$ cat config.mk
export PLATFORM = sky130hd
export DESIGN_NAME = circular_fifo_queue
export DESIGN_NICKNAME = d
export VERILOG_FILES = /design/src/rtl/cfq_pkg.sv /design/src/rtl/circular_fifo_queue.sv /design/src/rtl/cfq_cell.sv
export SDC_FILE = /design/constraint.sdc
export NUM_CORES = 1
export LEC_CHECK = 0
export CAP_MARGIN = 0
export CELL_PAD_IN_SITES_DETAIL_PLACEMENT = 1
export CELL_PAD_IN_SITES_GLOBAL_PLACEMENT = 1
export CORE_MARGIN = 3
export CORE_UTILIZATION = 53
export DETAILED_ROUTE_END_ITERATION = 8
export DONT_BUFFER_PORTS = 1
export HOLD_SLACK_MARGIN = 0.05
export PLACE_DENSITY_LB_ADDON = 0.1
export SYNTH_ARGS = -nofsm -noshare
export SYNTH_HDL_FRONTEND = slang
export SYNTH_SLANG_ARGS = --single-unit
export TNS_END_PERCENT = 50
$ cat constraint.sdc
create_clock -name clk -period 5.9 [get_ports clk]
set_input_delay 0.295 -clock clk [delete_from_list [all_inputs] [get_ports clk]]
set_output_delay 0.295 -clock clk [all_outputs]
set_load 0.1 [all_outputs]
$ cat src/rtl/cfq_pkg.sv
package cfq_pkg;

  // Defaults for the top-level parameters
  localparam int DEPTH_DEF      = 16;
  localparam int DATA_WIDTH_DEF = 32;

  // Capacity register and entry count widths (fixed by the register map)
  localparam int CAP_W = 5;
  localparam int CNT_W = 5;
  localparam logic [CAP_W-1:0] CAP_RESET = 5'd16;

  // Operation codes
  localparam logic [2:0] OP_ENQ    = 3'd0;
  localparam logic [2:0] OP_DEQ    = 3'd1;
  localparam logic [2:0] OP_PEEK_F = 3'd2;
  localparam logic [2:0] OP_PEEK_R = 3'd3;
  localparam logic [2:0] OP_COUNT  = 3'd4;

  // Status codes
  localparam logic ST_OK       = 1'b0;
  localparam logic ST_REJECTED = 1'b1;

  // Control broadcast to every cell of the chain
  typedef struct packed {
    logic             enq;    // load the first free cell
    logic             deq;    // shift the whole chain one place towards the head
    logic [CNT_W-1:0] count;  // entries held before this request
  } cell_ctrl_t;

endpackage

$ cat src/rtl/circular_fifo_queue.sv
// The result is registered and becomes valid in the cycle after the request is accepted.
// Throughput: one request per cycle; a request is taken whenever the result
// register is empty or is being drained in the same cycle.
// Storage is a shifting chain of DEPTH cells, the oldest element in cell 0.
// Reset (synchronous): queue empty, capacity 16, no result pending, no request
// taken while reset is high.
module circular_fifo_queue #(
  parameter int DEPTH      = cfq_pkg::DEPTH_DEF,
  parameter int DATA_WIDTH = cfq_pkg::DATA_WIDTH_DEF
) (
  input  logic                      clk,
  input  logic                      rst,
  // request channel
  input  logic                      in_valid,
  output logic                      in_ready,
  input  logic [2:0]                operation,
  input  logic [DATA_WIDTH-1:0]     value,
  // result channel
  output logic                      out_valid,
  input  logic                      out_ready,
  output logic                      status,
  output logic [DATA_WIDTH-1:0]     data,
  output logic [cfq_pkg::CNT_W-1:0] count,
  // configuration port
  input  logic                      psel,
  input  logic                      penable,
  input  logic                      pwrite,
  input  logic [2:0]                paddr,
  input  logic [31:0]               pwdata,
  output logic [31:0]               prdata,
  output logic                      pready
);

  localparam logic [cfq_pkg::CAP_W-1:0] DepthClamp =
    cfq_pkg::CAP_W'((DEPTH > 31) ? 31 : DEPTH);

  logic [cfq_pkg::CAP_W-1:0] capacity;
  logic [cfq_pkg::CAP_W-1:0] cap_eff;
  logic [cfq_pkg::CNT_W-1:0] entries;
  logic [cfq_pkg::CNT_W-1:0] entries_next;
  logic [DATA_WIDTH-1:0]     rear;
  logic [DATA_WIDTH-1:0]     cell_data [DEPTH];
  logic                      in_fire;
  logic                      full;
  logic                      empty;
  logic                      res_status;
  logic [DATA_WIDTH-1:0]     res_data;
  logic                      do_enq;
  logic                      do_deq;
  logic                      cfg_wr;
  cfq_pkg::cell_ctrl_t       ctrl;

  // Handshake; nothing is taken while in reset
  assign in_fire  = in_valid && in_ready;
  assign in_ready = !rst && (!out_valid || out_ready);

  // Effective capacity: zero acts as one, clamp at the storage depth
  always_comb begin
    if (capacity == '0) begin
      cap_eff = cfq_pkg::CAP_W'(1);
    end else if (32'(capacity) > DEPTH) begin
      cap_eff = DepthClamp;
    end else begin
      cap_eff = capacity;
    end
  end

  assign full  = (entries >= cap_eff);
  assign empty = (entries == '0);

  // Decode the request and build its result
  always_comb begin
    res_status = cfq_pkg::ST_REJECTED;
    res_data   = '0;
    do_enq     = 1'b0;
    do_deq     = 1'b0;
    case (operation)
      cfq_pkg::OP_ENQ: begin
        if (!full) begin
          res_status = cfq_pkg::ST_OK;
          do_enq     = 1'b1;
        end
      end
      cfq_pkg::OP_DEQ: begin
        if (!empty) begin
          res_status = cfq_pkg::ST_OK;
          res_data   = cell_data[0];
          do_deq     = 1'b1;
        end
      end
      cfq_pkg::OP_PEEK_F: begin
        if (!empty) begin
          res_status = cfq_pkg::ST_OK;
          res_data   = cell_data[0];
        end
      end
      cfq_pkg::OP_PEEK_R: begin
        if (!empty) begin
          res_status = cfq_pkg::ST_OK;
          res_data   = rear;
        end
      end
      cfq_pkg::OP_COUNT: begin
        res_status = cfq_pkg::ST_OK;
      end
      default: begin
        res_status = cfq_pkg::ST_REJECTED;
      end
    endcase
  end

  // Entry count after the request
  always_comb begin
    entries_next = entries;
    if (do_enq) begin
      entries_next = entries + cfq_pkg::CNT_W'(1);
    end else if (do_deq) begin
      entries_next = entries - cfq_pkg::CNT_W'(1);
    end
  end

  // Cell chain control, only on an accepted request
  assign ctrl.enq   = in_fire && do_enq;
  assign ctrl.deq   = in_fire && do_deq;
  assign ctrl.count = entries;

  // Chain of storage cells; the last one shifts in don't-care data
  for (genvar i = 0; i < DEPTH; i++) begin : g_cell
    logic [DATA_WIDTH-1:0] nxt;
    if (i == DEPTH - 1) begin : g_last
      assign nxt = '0;
    end else begin : g_mid
      assign nxt = cell_data[i+1];
    end
    cfq_cell #(
      .DATA_WIDTH (DATA_WIDTH),
      .INDEX      (i)
    ) u_cell (
      .clk       (clk),
      .ctrl      (ctrl),
      .value     (value),
      .next_data (nxt),
      .data      (cell_data[i])
    );
  end

  // Rear copy: last element enqueued
  always_ff @(posedge clk) begin
    if (ctrl.enq) begin
      rear <= value;
    end
  end

  // Entry count
  always_ff @(posedge clk) begin
    if (rst) begin
      entries <= '0;
    end else if (in_fire) begin
      entries <= entries_next;
    end
  end

  // Result register
  always_ff @(posedge clk) begin
    if (rst) begin
      out_valid <= 1'b0;
    end else if (in_fire) begin
      out_valid <= 1'b1;
    end else if (out_ready) begin
      out_valid <= 1'b0;
    end
  end

  always_ff @(posedge clk) begin
    if (in_fire) begin
      status <= res_status;
      data   <= res_data;
      count  <= entries_next;
    end
  end

  // Configuration: capacity taken only while the queue is empty
  assign cfg_wr = psel && penable && pwrite && pready;
  assign pready = 1'b1;
  assign prdata = (paddr[2] == 1'b0) ? {27'd0, capacity} : 32'd0;

  always_ff @(posedge clk) begin
    if (rst) begin
      capacity <= cfq_pkg::CAP_RESET;
    end else if (cfg_wr && (paddr[2] == 1'b0) && empty) begin
      capacity <= pwdata[cfq_pkg::CAP_W-1:0];
    end
  end

  // Checks
  a_count_bound: assert property (@(posedge clk) disable iff (rst)
    entries <= cap_eff)
    else $error("entry count above effective capacity");

  a_enq_count: assert property (@(posedge clk) disable iff (rst)
    (in_fire && operation == cfq_pkg::OP_ENQ && !full)
      |=> (entries == $past(entries) + cfq_pkg::CNT_W'(1)))
    else $error("accepted enqueue did not raise the count");

  a_deq_data: assert property (@(posedge clk) disable iff (rst)
    (in_fire && operation == cfq_pkg::OP_DEQ && !empty)
      |=> (status == cfq_pkg::ST_OK && data == $past(cell_data[0])))
    else $error("dequeue result does not match the head cell");

  a_result_count: assert property (@(posedge clk) disable iff (rst)
    $past(in_fire) |-> (count == entries))
    else $error("result count differs from entry count");

endmodule

$ cat src/rtl/cfq_cell.sv
module cfq_cell #(
  parameter int DATA_WIDTH = cfq_pkg::DATA_WIDTH_DEF,
  parameter int INDEX      = 0
) (
  input  logic                   clk,
  input  cfq_pkg::cell_ctrl_t    ctrl,
  input  logic [DATA_WIDTH-1:0]  value,
  input  logic [DATA_WIDTH-1:0]  next_data,
  output logic [DATA_WIDTH-1:0]  data
);

  // This cell is the first free one when the count equals its position
  logic is_tail_slot;
  assign is_tail_slot = (32'(ctrl.count) == INDEX);

  // Shift from the neighbour on dequeue, capture the new element on enqueue
  always_ff @(posedge clk) begin
    if (ctrl.deq) begin
      data <= next_data;
    end else if (ctrl.enq && is_tail_slot) begin
      data <= value;
    end
  end

endmodule
# ---- After elaboration in Yosys (flattened, before gate mapping)
# Index checks and enable logic that the tools add are counted.
dict set report word_totals {
  register_bits 593
  wordCells 142
  memories 0
  input_bits 77
  mem_bits_ro 0
  out_inout_bits 73
  mem_bits_rw 0
  latch_bits 0
}
dict set report classes {
  magnitude_cmp 2
  eq_ne 19
  n_mul 0
  n_reduce_logical 48
  n_addsub 2
  muxes 47
  n_div 0
  bitwise 1
  n_shift 0
}
# operator n
set op_table {}
lappend op_table {{$mux W32} 32}
lappend op_table {{$pmux W32 S2} 1}
lappend op_table {{$eq A5 B4 Y1 const B} 8}
lappend op_table {{$reduce_bool A2 Y1} 16}
lappend op_table {{$mux W5} 5}
lappend op_table {{$logic_and A1 B1 Y1} 24}
lappend op_table {{$eq A5 B3 Y1 const B} 4}
lappend op_table {{$eq A5 B2 Y1 const B} 2}
lappend op_table {{$logic_not A5 Y1} 2}
lappend op_table {{$mux W1} 8}
lappend op_table {{$eq A3 B2 Y1 const B} 2}
lappend op_table {{$add A5 B1 Y5 const B} 1}
lappend op_table {{$eq A5 B1 Y1 const B} 1}
lappend op_table {{$ge A5 B5 Y1} 1}
lappend op_table {{$gt A5 B5 Y1 const B} 1}
lappend op_table {{$sub A5 B1 Y5 const B} 1}
lappend op_table {{$eq A3 B1 Y1 const B} 1}
lappend op_table {{$eq A3 B3 Y1 const B} 1}
lappend op_table {{$logic_not A3 Y1} 1}
lappend op_table {{$pmux W1 S3} 1}
lappend op_table {{$reduce_or A3 Y1} 1}
lappend op_table {{$logic_not A1 Y1} 2}
lappend op_table {{$reduce_or A2 Y1} 1}
lappend op_table {{$logic_or A1 B1 Y1} 1}
lappend op_table {{$not A1 Y1} 1}

# ---- Longest topological paths before layout
# Gate-level depths: netlist of run 1.
dict set report logic_depth {
  ltp_word 10
  mapped_depth 11
  ltp_nobuf 9
}

# ---- Hierarchy
# From an unflattened synthesis of run 1, not the netlist that was laid out.
dict set report hier_totals {
  cells_unflattened 1428
  hier_area_um2 28019.4
}
# mod cells_each instances area_each_um2 seq_area_each_um2
set by_module_without_submodules {}
lappend by_module_without_submodules {{cfq_cell at g_cell[10].u_cell ...} 71 6 1524.0 960.9}
lappend by_module_without_submodules {{cfq_cell at g_cell[1].u_cell ...} 71 4 1522.7 960.9}
lappend by_module_without_submodules {{cfq_cell at g_cell[11].u_cell ...} 70 3 1520.2 960.9}
lappend by_module_without_submodules {circular_fifo_queue 296 1 3663.5 2322.2}
lappend by_module_without_submodules {{cfq_cell at g_cell[12].u_cell} 71 1 1521.5 960.9}
lappend by_module_without_submodules {{cfq_cell at g_cell[0].u_cell} 71 1 1520.2 960.9}
lappend by_module_without_submodules {{cfq_cell at g_cell[3].u_cell} 70 1 1519.0 960.9}

# ---- Worst setup path after synthesis of run 1
# Ideal clock, no wire load.
dict set report synth_path {
  path_kind {register to register}
  from {register out_valid}
  to {register g_cell[9].u_cell.data[0], enable pin}
  slack_ns 0.784
  n_path_buf 0
  setup_ns 0.466
  t_required_ns 5.434
  period_less_slack_ns 5.116
  stages_incl_launch_ff 6
  arrival_time_ns 4.650
  cell_sequence {dfxtp_1 > nand2b_1 > nand3_1 > inv_1 > nand4_1 > o21ai_0}
}
dict set report synth_between {
  elab_chain_len 7
  elab_cells_between_ends 8
  classes_between {8 x reduce/logical}
}
# item line
set synth_lines {}
lappend synth_lines {{start: declaration} circular_fifo_queue.sv:19} ;# output logic out_valid,
lappend synth_lines {{start signal: assignment} circular_fifo_queue.sv:166} ;# out_valid <= 1'b0;
lappend synth_lines {{start signal: assignment} circular_fifo_queue.sv:168} ;# out_valid <= 1'b1;
lappend synth_lines {{start signal: assignment} circular_fifo_queue.sv:170} ;# out_valid <= 1'b0;
lappend synth_lines {{$logic_not A1 Y1 (*)} circular_fifo_queue.sv:55} ;# assign in_ready = !rst && (!out_valid || out_ready);
lappend synth_lines {{$logic_or A1 B1 Y1 (*)} circular_fifo_queue.sv:55}
lappend synth_lines {{$logic_and A1 B1 Y1 (*)} circular_fifo_queue.sv:55}
lappend synth_lines {{$logic_and A1 B1 Y1 (*)} circular_fifo_queue.sv:54} ;# assign in_fire = in_valid && in_ready;
lappend synth_lines {{net in_fire} circular_fifo_queue.sv:43} ;# logic in_fire;
lappend synth_lines {{$logic_and A1 B1 Y1} circular_fifo_queue.sv:123} ;# assign ctrl.enq = in_fire && do_enq;
lappend synth_lines {{$logic_and A1 B1 Y1} cfq_cell.sv:20} ;# end else if (ctrl.enq && is_tail_slot) begin
lappend synth_lines {{$reduce_bool A2 Y1 (no line) (*)} --}
lappend synth_lines {{end signal: assignment} cfq_cell.sv:19} ;# data <= next_data;
lappend synth_lines {{end signal: assignment} cfq_cell.sv:21} ;# data <= value;
lappend synth_lines {{end: declaration} cfq_cell.sv:9} ;# output logic [DATA_WIDTH-1:0] data
# The timed path passes the listed nets; every way through them passes the cells marked *.
# A chain may end at the register's enable or synchronous reset.

# ---- Final worst setup path of run 1
dict set report layout_path {
  from {register entries[0] in the netlist's numbering}
  to {register g_cell[14].u_cell.data[4], enable pin}
}
dict set report layout_between {
  elab_chain_len 6
  elab_cells_between_ends 11
  classes_between {1 x order compare; 1 x eq/ne; 4 x mux; 5 x reduce/logical}
}
# item line
set layout_lines {}
lappend layout_lines {{start: declaration} circular_fifo_queue.sv:39} ;# logic [cfq_pkg::CNT_W-1:0] entries;
lappend layout_lines {{start signal: assignment} circular_fifo_queue.sv:159} ;# entries <= entries_next;
lappend layout_lines {{$ge A5 B5 Y1} circular_fifo_queue.sv:68} ;# assign full = (entries >= cap_eff);
lappend layout_lines {{$mux W1} circular_fifo_queue.sv:79} ;# if (!full) begin
lappend layout_lines {{$mux W1} circular_fifo_queue.sv:77} ;# case (operation)
lappend layout_lines {{$logic_and A1 B1 Y1} circular_fifo_queue.sv:123}
lappend layout_lines {{$logic_and A1 B1 Y1} cfq_cell.sv:20}
lappend layout_lines {{$reduce_bool A2 Y1 (no line) (*)} --}
lappend layout_lines {{end signal: assignment} cfq_cell.sv:19}
lappend layout_lines {{end signal: assignment} cfq_cell.sv:21}
lappend layout_lines {{end: declaration} cfq_cell.sv:9}
# Mark *: on every way between the ends. The rest lies on a longest branch, timed or not.

==> run_results.csv, run 1 <==
group,metric,value,unit
synth,yosysSeqAreaShare,72.4,%
synth,yosysMostFrequentCell,"edfxtp_1",
setup_path,rr_worst_depth,8,
global_routing,globalRoute.totalOverflow,0,
pwr,powerDensity,332,nW/um^2
synth,synth_top_area_share,68.8,%
die,initial_core_util,53.9,%
synth,netlist_instances,1747,
finish,nNetsFinal,1842,
route,via_count,13200,
setup_path,r2r-end,"g_cell[14].u_cell.data[4]",
clock_network,postCtsSetupRepairBufs,0,
route,drt-met1-wl,23800,um
setup_path,timing.rr.start,"entries[0]",
setup_path,max_stage_delay,0.89,ns
synth,netlist_area,24000,um^2
die,core-area,44500,um^2
setup_path,cpMaxStageDelayCell,"o21ai_4",
synth,synthTopCellsByArea,"edfxtp_1, a21o_1, nand2_1, dfxtp_1, buf_6",
synth,synth_common_cells,"edfxtp_1, nand2_1, a21o_1",
setup_path,cp_data_arrival_time,4.55,ns
worst_hold_path,min_path_type,"in -> reg",
finish,n_antenna_cell,0,
finish,fill_cells,4228,
route,wl_met3,1720,um
clock_network,cts_buffer_depth,3,
placed_design,port_buffers,0,
pwr,total_power,8.79,mW
clock_network,ctsRootBufferMaster,"clkbuf_16",
synth,synth_top_area_cell,"edfxtp_1",
sta,fmaxAchievable,0.235,GHz
synth,avgSynthCellArea,13.7,um^2
route,drc,0,
worst_hold_path,hp-start,"penable",
setup_path,crit_family,"compound AO/OA/AOI/OAI gates",
clock_network,clock_latency,0.61,ns
sta,fin_hold_ws,0.0994,ns
job,maxCapViolCount,0,
finish,area_growth,10.3,%
route,wirelength,49400,um
synth,ys.flop_type,"edfxtp_1",
setup_path,worstPathCellList,"inv_1, ha_1, nor2b_1, o21ai_0, a21oi_2, nand4_1, o21ai_4, buf_4",
synth,ys_warn_count,0,
die,die_h,219,um
synth,async_flop_share,0,%
sta,finalSetupViolCount,0,
setup_path,crit_required,6.19,ns
setup_path,crit_buf_inv,2,
clock_network,path_clk_slew,0.06,ns
sta,period_share,72.2,%
worst_hold_path,hold_end,"capacity[2]",
global_routing,grt_max_degree,237,
sta,hold_violations,0,
clock_network,ctsHtreeMaxLevel,2,
clock_network,cts_buffers,60,
synth,synth_edf_count,550,
synth,synth-seq-cells,593,
die,pin_count,150,
setup_path,crit_type,"reg -> reg",
setup_path,start_kind,"register",
route,antenna_left,0,
clock_network,cts_resized,0,
route,firstDrtPassIters,5,
setup_path,r2r_setup_slack,1.64,ns
sta,setup_tns,0,ns
route,dr.max_layer_used,"met4",
finish,multiInputGateArea,5770,um^2
finish,register_area,17400,um^2
setup_path,endpoint_kind,"register",
clock_network,cts_sinks,593,
pwr,ir_drop,283,uV
pwr,p_leak,10.2,nW
route,drt_iter0_markers,1095,
sta,report.final.slew_viol_count,0,
sta,grt_setup_unrepaired,"no",
sta,slew_headroom,13.2,%
route,viasPerCell,5.52,
clock_network,cts_hold_buf,45,
clock_network,cts_tree,"built",
setup_path,critPathMaxFanout,19,
sta,worst_pin_slew,1.30,ns
placed_design,dp_hpwl,30400,um
placed_design,place.gp.congestion,0.751,
synth,ys_types,52,
die,rows,77,
sta,clock_skew,0.0116,ns
route,wire_per_inst,20.7,um
global_routing,antenna_found_initial,3,
global_routing,grt_usage,21.0,%
die,die_x,219,um
status,status,"complete, no violations",
finish,drive_above_1_share,8.61,%
worst_hold_path,hold_depth,4,
die,die_area,47900,um^2
global_routing,grt_pass1_wl,78800,um
route,wl_met2,23100,um
global_routing,grt_pass1_vias,13710,
sta,period_minus_slack,4.26,ns
-- flip-flops by register name (all words and copies together) (netlist names) --
signal              count
capacity                5
entries                 5
data                   32
g_cell.u_cell.data    512
count                   5
status                  1
rear                   32
out_valid               1
-- worst reg2reg max path, cell delays in order (launching register included) --
cell and delay, ns:
dfxtp_1 0.50, inv_1 0.19, ha_1 0.33, nor2b_1 0.10, o21ai_0 0.18, a21oi_2 0.74
nand4_1 0.60, o21ai_4 0.89, buf_4 0.40
-- metrics by stage --
| stage | setup slack (ns) | util [%] | cell area (um^2) | instances |
|---|---|---|---|---|
| after floorplan | 0.784 | - | 24100 | 1773 |
| after global placement | 1.77 | 54.3 | 24100 | 2239 |
| after detailed placement | 1.64 | 54.3 | 24100 | 2239 |
| after CTS | 1.63 | 59.5 | 26500 | 2392 |
| after global routing | 1.35 | 59.5 | 26500 | 2392 |
| final | 1.64 | 59.5 | 26500 | 2392 |
-- cells in the final DEF, fill, tap and decap left out, types with 17 or more instances in the layout --
cell	instances
dfxtp_1	43
nor2_1	48
nand3_1	35
clkbuf_16	61
conb_1	28
edfxtp_1	550
clkbuf_1	17
nor2_4	18
dlygate4sd3_1	45
inv_1	25
a22oi_1	34
nand2_1	435
o21ai_0	34
a21o_1	271
-- worst max path at each step --
stage	from	endpoint	slack, ns	cells after the start
2_1_floorplan	out_valid	g_cell[9].u_cell.data[0]	0.78	5
3_3_place_gp	entries[0]	g_cell[14].u_cell.data[4]	1.77	8
3_5_place_dp	entries[0]	g_cell[14].u_cell.data[4]	1.64	8
4_1_cts	entries[0]	g_cell[14].u_cell.data[4]	1.63	8
5_1_grt	entries[2]	g_cell[14].u_cell.data[24]	1.35	7
6_report	entries[0]	g_cell[14].u_cell.data[4]	1.64	8
-- cell families after synthesis --
logic type / count (synthesis) / share of synthesized area, %
AOI/OAI and AO/OA: 373 / 11.1
xor gates and xnor gates: 5 / 0.182
adders and majority gates: 11 / 0.573
buffers and inverters: 170 / 4.75
DFF: 593 / 72.4
muxes: 7 / 0.302
other: 2 / 0.0313
and+or+nand+nor: 586 / 10.7
-- cell type report --
class,count,area share (%)
Clock buffer,79,6.05
Clock inverter,29,1.10
Inverter,26,0.368
Multi-Input combinational cell,1010,21.8
Sequential cell,593,65.6
Tap cell,592,2.80
Timing Repair Buffer,63,2.30
-- routing by layer --
metal	up-vias	GRT usage (%)
met5	-	0
met4	0	5.03
met3	64	2.81
met2	255	33.0
met1	6678	31.5
li1	6203	-
-- where the power goes --
part           internal (mW)  leakage (nW)  switching (mW)  total, mW
Sequential              4.62          5.32          0.0833       4.70
Combinational          0.118          3.99           0.284      0.402
Clock                   2.16         0.923            1.53       3.69
Total                   6.90          10.2            1.90       8.79
Power figures use the tool's default switching activity.
==> run 2, diff against run 1 <==
==> constraint.sdc (replaced) <==
create_clock -name clk -period 4 [get_ports clk]
set_input_delay 0.2 -clock clk [delete_from_list [all_inputs] [get_ports clk]]
set_output_delay 0.2 -clock clk [all_outputs]
set_load 0.1 [all_outputs]
==> run_results.csv, run 2 (synthesis results as in run 1) <==
group,metric,value,unit
sta,fmaxAchievable,0.299,GHz
clock_network,path_clk_slew,0.06,ns
sta,setup_tns,0,ns
clock_network,cts_hold_buf,50,
status,status,"complete, no violations",
clock_network,cts_resized,0,
setup_path,crit_required,4.52,ns
worst_hold_path,min_path_type,"in -> reg",
global_routing,grt_max_degree,152,
setup_path,cp-endpoint,"g_cell[15].u_cell.data[31]",
finish,final_common_cell,"edfxtp_1",
sta,hold_violations,0,
placed_design,port_buffers,0,
sta,worst_pin_slew,1.22,ns
setup_path,r2r-end,"g_cell[15].u_cell.data[31]",
job,maxCapViolCount,0,
setup_path,max_stage_delay,0.62,ns
setup_path,timing.rr.start,"entries[0]",
setup_path,worstPathCellList,"inv_1, ha_1, or4b_4, and3_1, nand2_4, nand2_1, o21ai_0",
sta,clock_skew,0.0126,ns
route,drt_iter0_markers,1017,
die,pin_count,150,
finish,largest_reg_flops,512,
sta,period_minus_slack,3.35,ns
placed_design,dpl_cell_area,24300,um^2
finish,reg_top3,"g_cell.u_cell.data: 512 flops, data: 32 flops, rear: 32 flops",
finish,area_growth,11.6,%
setup_path,rr_worst_depth,7,
clock_network,ctsHtreeMaxLevel,2,
route,wirelength,49700,um
die,initial_core_util,53.9,%
sta,finalSetupViolCount,0,
setup_path,endpoint_kind,"register",
route,wire_per_inst,20.6,um
sta,slew_headroom,18.3,%
route,via_count,13419,
setup_path,crit_type,"reg -> reg",
finish,nNetsFinal,1859,
finish,final_area,26800,um^2
clock_network,clock_latency,0.61,ns
clock_network,cts_sinks,593,
global_routing,grt_pass1_vias,14132,
die,rows,77,
clock_network,cts_tree,"built",
global_routing,antenna_found_initial,0,
clock_network,cts_buffers,60,
pwr,powerDensity,493,nW/um^2
setup_path,critPathMaxFanout,28,
setup_path,r2r_setup_slack,0.65,ns
setup_path,start_kind,"register",
placed_design,place.gp.congestion,0.783,
global_routing,grt_usage,21.1,%
route,drc,0,
pwr,p_leak,10.4,nW
route,firstDrtPassIters,5,
pwr,ir_drop,347,uV
sta,period_share,83.7,%
finish,final_cell_mix,"edfxtp_1, nand2_1, a21o_1",
die,die_x,219,um
die,die_area,47900,um^2
die,core-area,44500,um^2
setup_path,cp_data_arrival_time,3.86,ns
setup_path,critPathLaunch,"entries[0]",
route,antenna_left,0,
finish,top_register,"g_cell.u_cell.data",
clock_network,ctsRootBufferMaster,"clkbuf_16",
global_routing,grt_pass1_wl,79600,um
sta,report.final.slew_viol_count,0,
route,viasPerCell,5.56,
die,die_h,219,um
clock_network,postCtsSetupRepairBufs,0,
sta,grt_setup_unrepaired,"no",
placed_design,dp_hpwl,30800,um
global_routing,globalRoute.totalOverflow,0,
finish,n_antenna_cell,0,
finish,drive_above_1_share,10.0,%
clock_network,cts_buffer_depth,3,
setup_path,cpMaxStageDelayCell,"nand2_1",
==> run 2: changes by cell type in the layout (fill, tap and decap cells not counted), sizes merged <==
cell,delta
clkinv,+7
inv,+1
clkbuf,-7
clkinvlp,+3
dlygate4sd3,+5
buf,+12
bufinv,+2
==> run 2: area by class of cell <==
type / instances / area (um^2)
fillers: 4246 / 17700
multi-input cells: 1010 / 5770
repair buffers: 80 / 788
inverters: 26 / 97.6
flip-flops and latches: 593 / 17400
clock inverters: 42 / 413
well taps: 592 / 741
clock buffers: 72 / 1600
==> run 2: critical path, delay by kind of cell (launching register included) <==
kind            cells  cell delay (ns)
simple gates        4             1.99
flops               1             0.39
fa+ha+maj           1             0.28
compound gates      1             0.34
buf+inv             1             0.21
==> run 2: worst min-delay path by stage <==
stage,start,end,slack [ns],depth (start not counted)
after detailed placement,rst,entries[3],0.27,1
after global routing,operation[2],entries[4],0.14,4
after CTS,operation[2],count[3],0.06,4
final,operation[2],count[3],0.12,4
after global placement,rst,entries[3],0.27,1
after floorplan,value[0],rear[0],0.30,0
==> run 2: metrics by stage <==
| step | setup slack (ns) | instances | hold WS (ns) | utilization, % | power, mW |
|---|---|---|---|---|---|
| 2_1_floorplan | -0.294 | 1773 | 0.299 | - | 7.53 |
| 3_3_place_gp | 0.823 | 2251 | 0.273 | 54.5 | 7.57 |
| 3_5_place_dp | 0.646 | 2251 | 0.274 | 54.5 | 7.60 |
| 4_1_cts | 0.625 | 2415 | 0.0577 | 60.2 | 13.4 |
| 5_1_grt | 0.421 | 2415 | 0.135 | 60.2 | 13.7 |
| 6_report | 0.652 | 2415 | 0.117 | 60.2 | 13.2 |
==> run 2: routing by layer <==
layer	GRT usage, %	wire, um	part of all wire, %	up-vias
met3	3.67	2180	4.4	77
met2	33.1	23200	47	286
li1	-	-	-	6239
met1	31.1	23300	47	6817
met5	0	0	0	-
met4	5.42	1010	2.0	0
==> run 2: power by group <==
group,internal [mW],switching [mW]
clock network,3.35,2.33
logic,0.177,0.419
registers,6.81,0.118
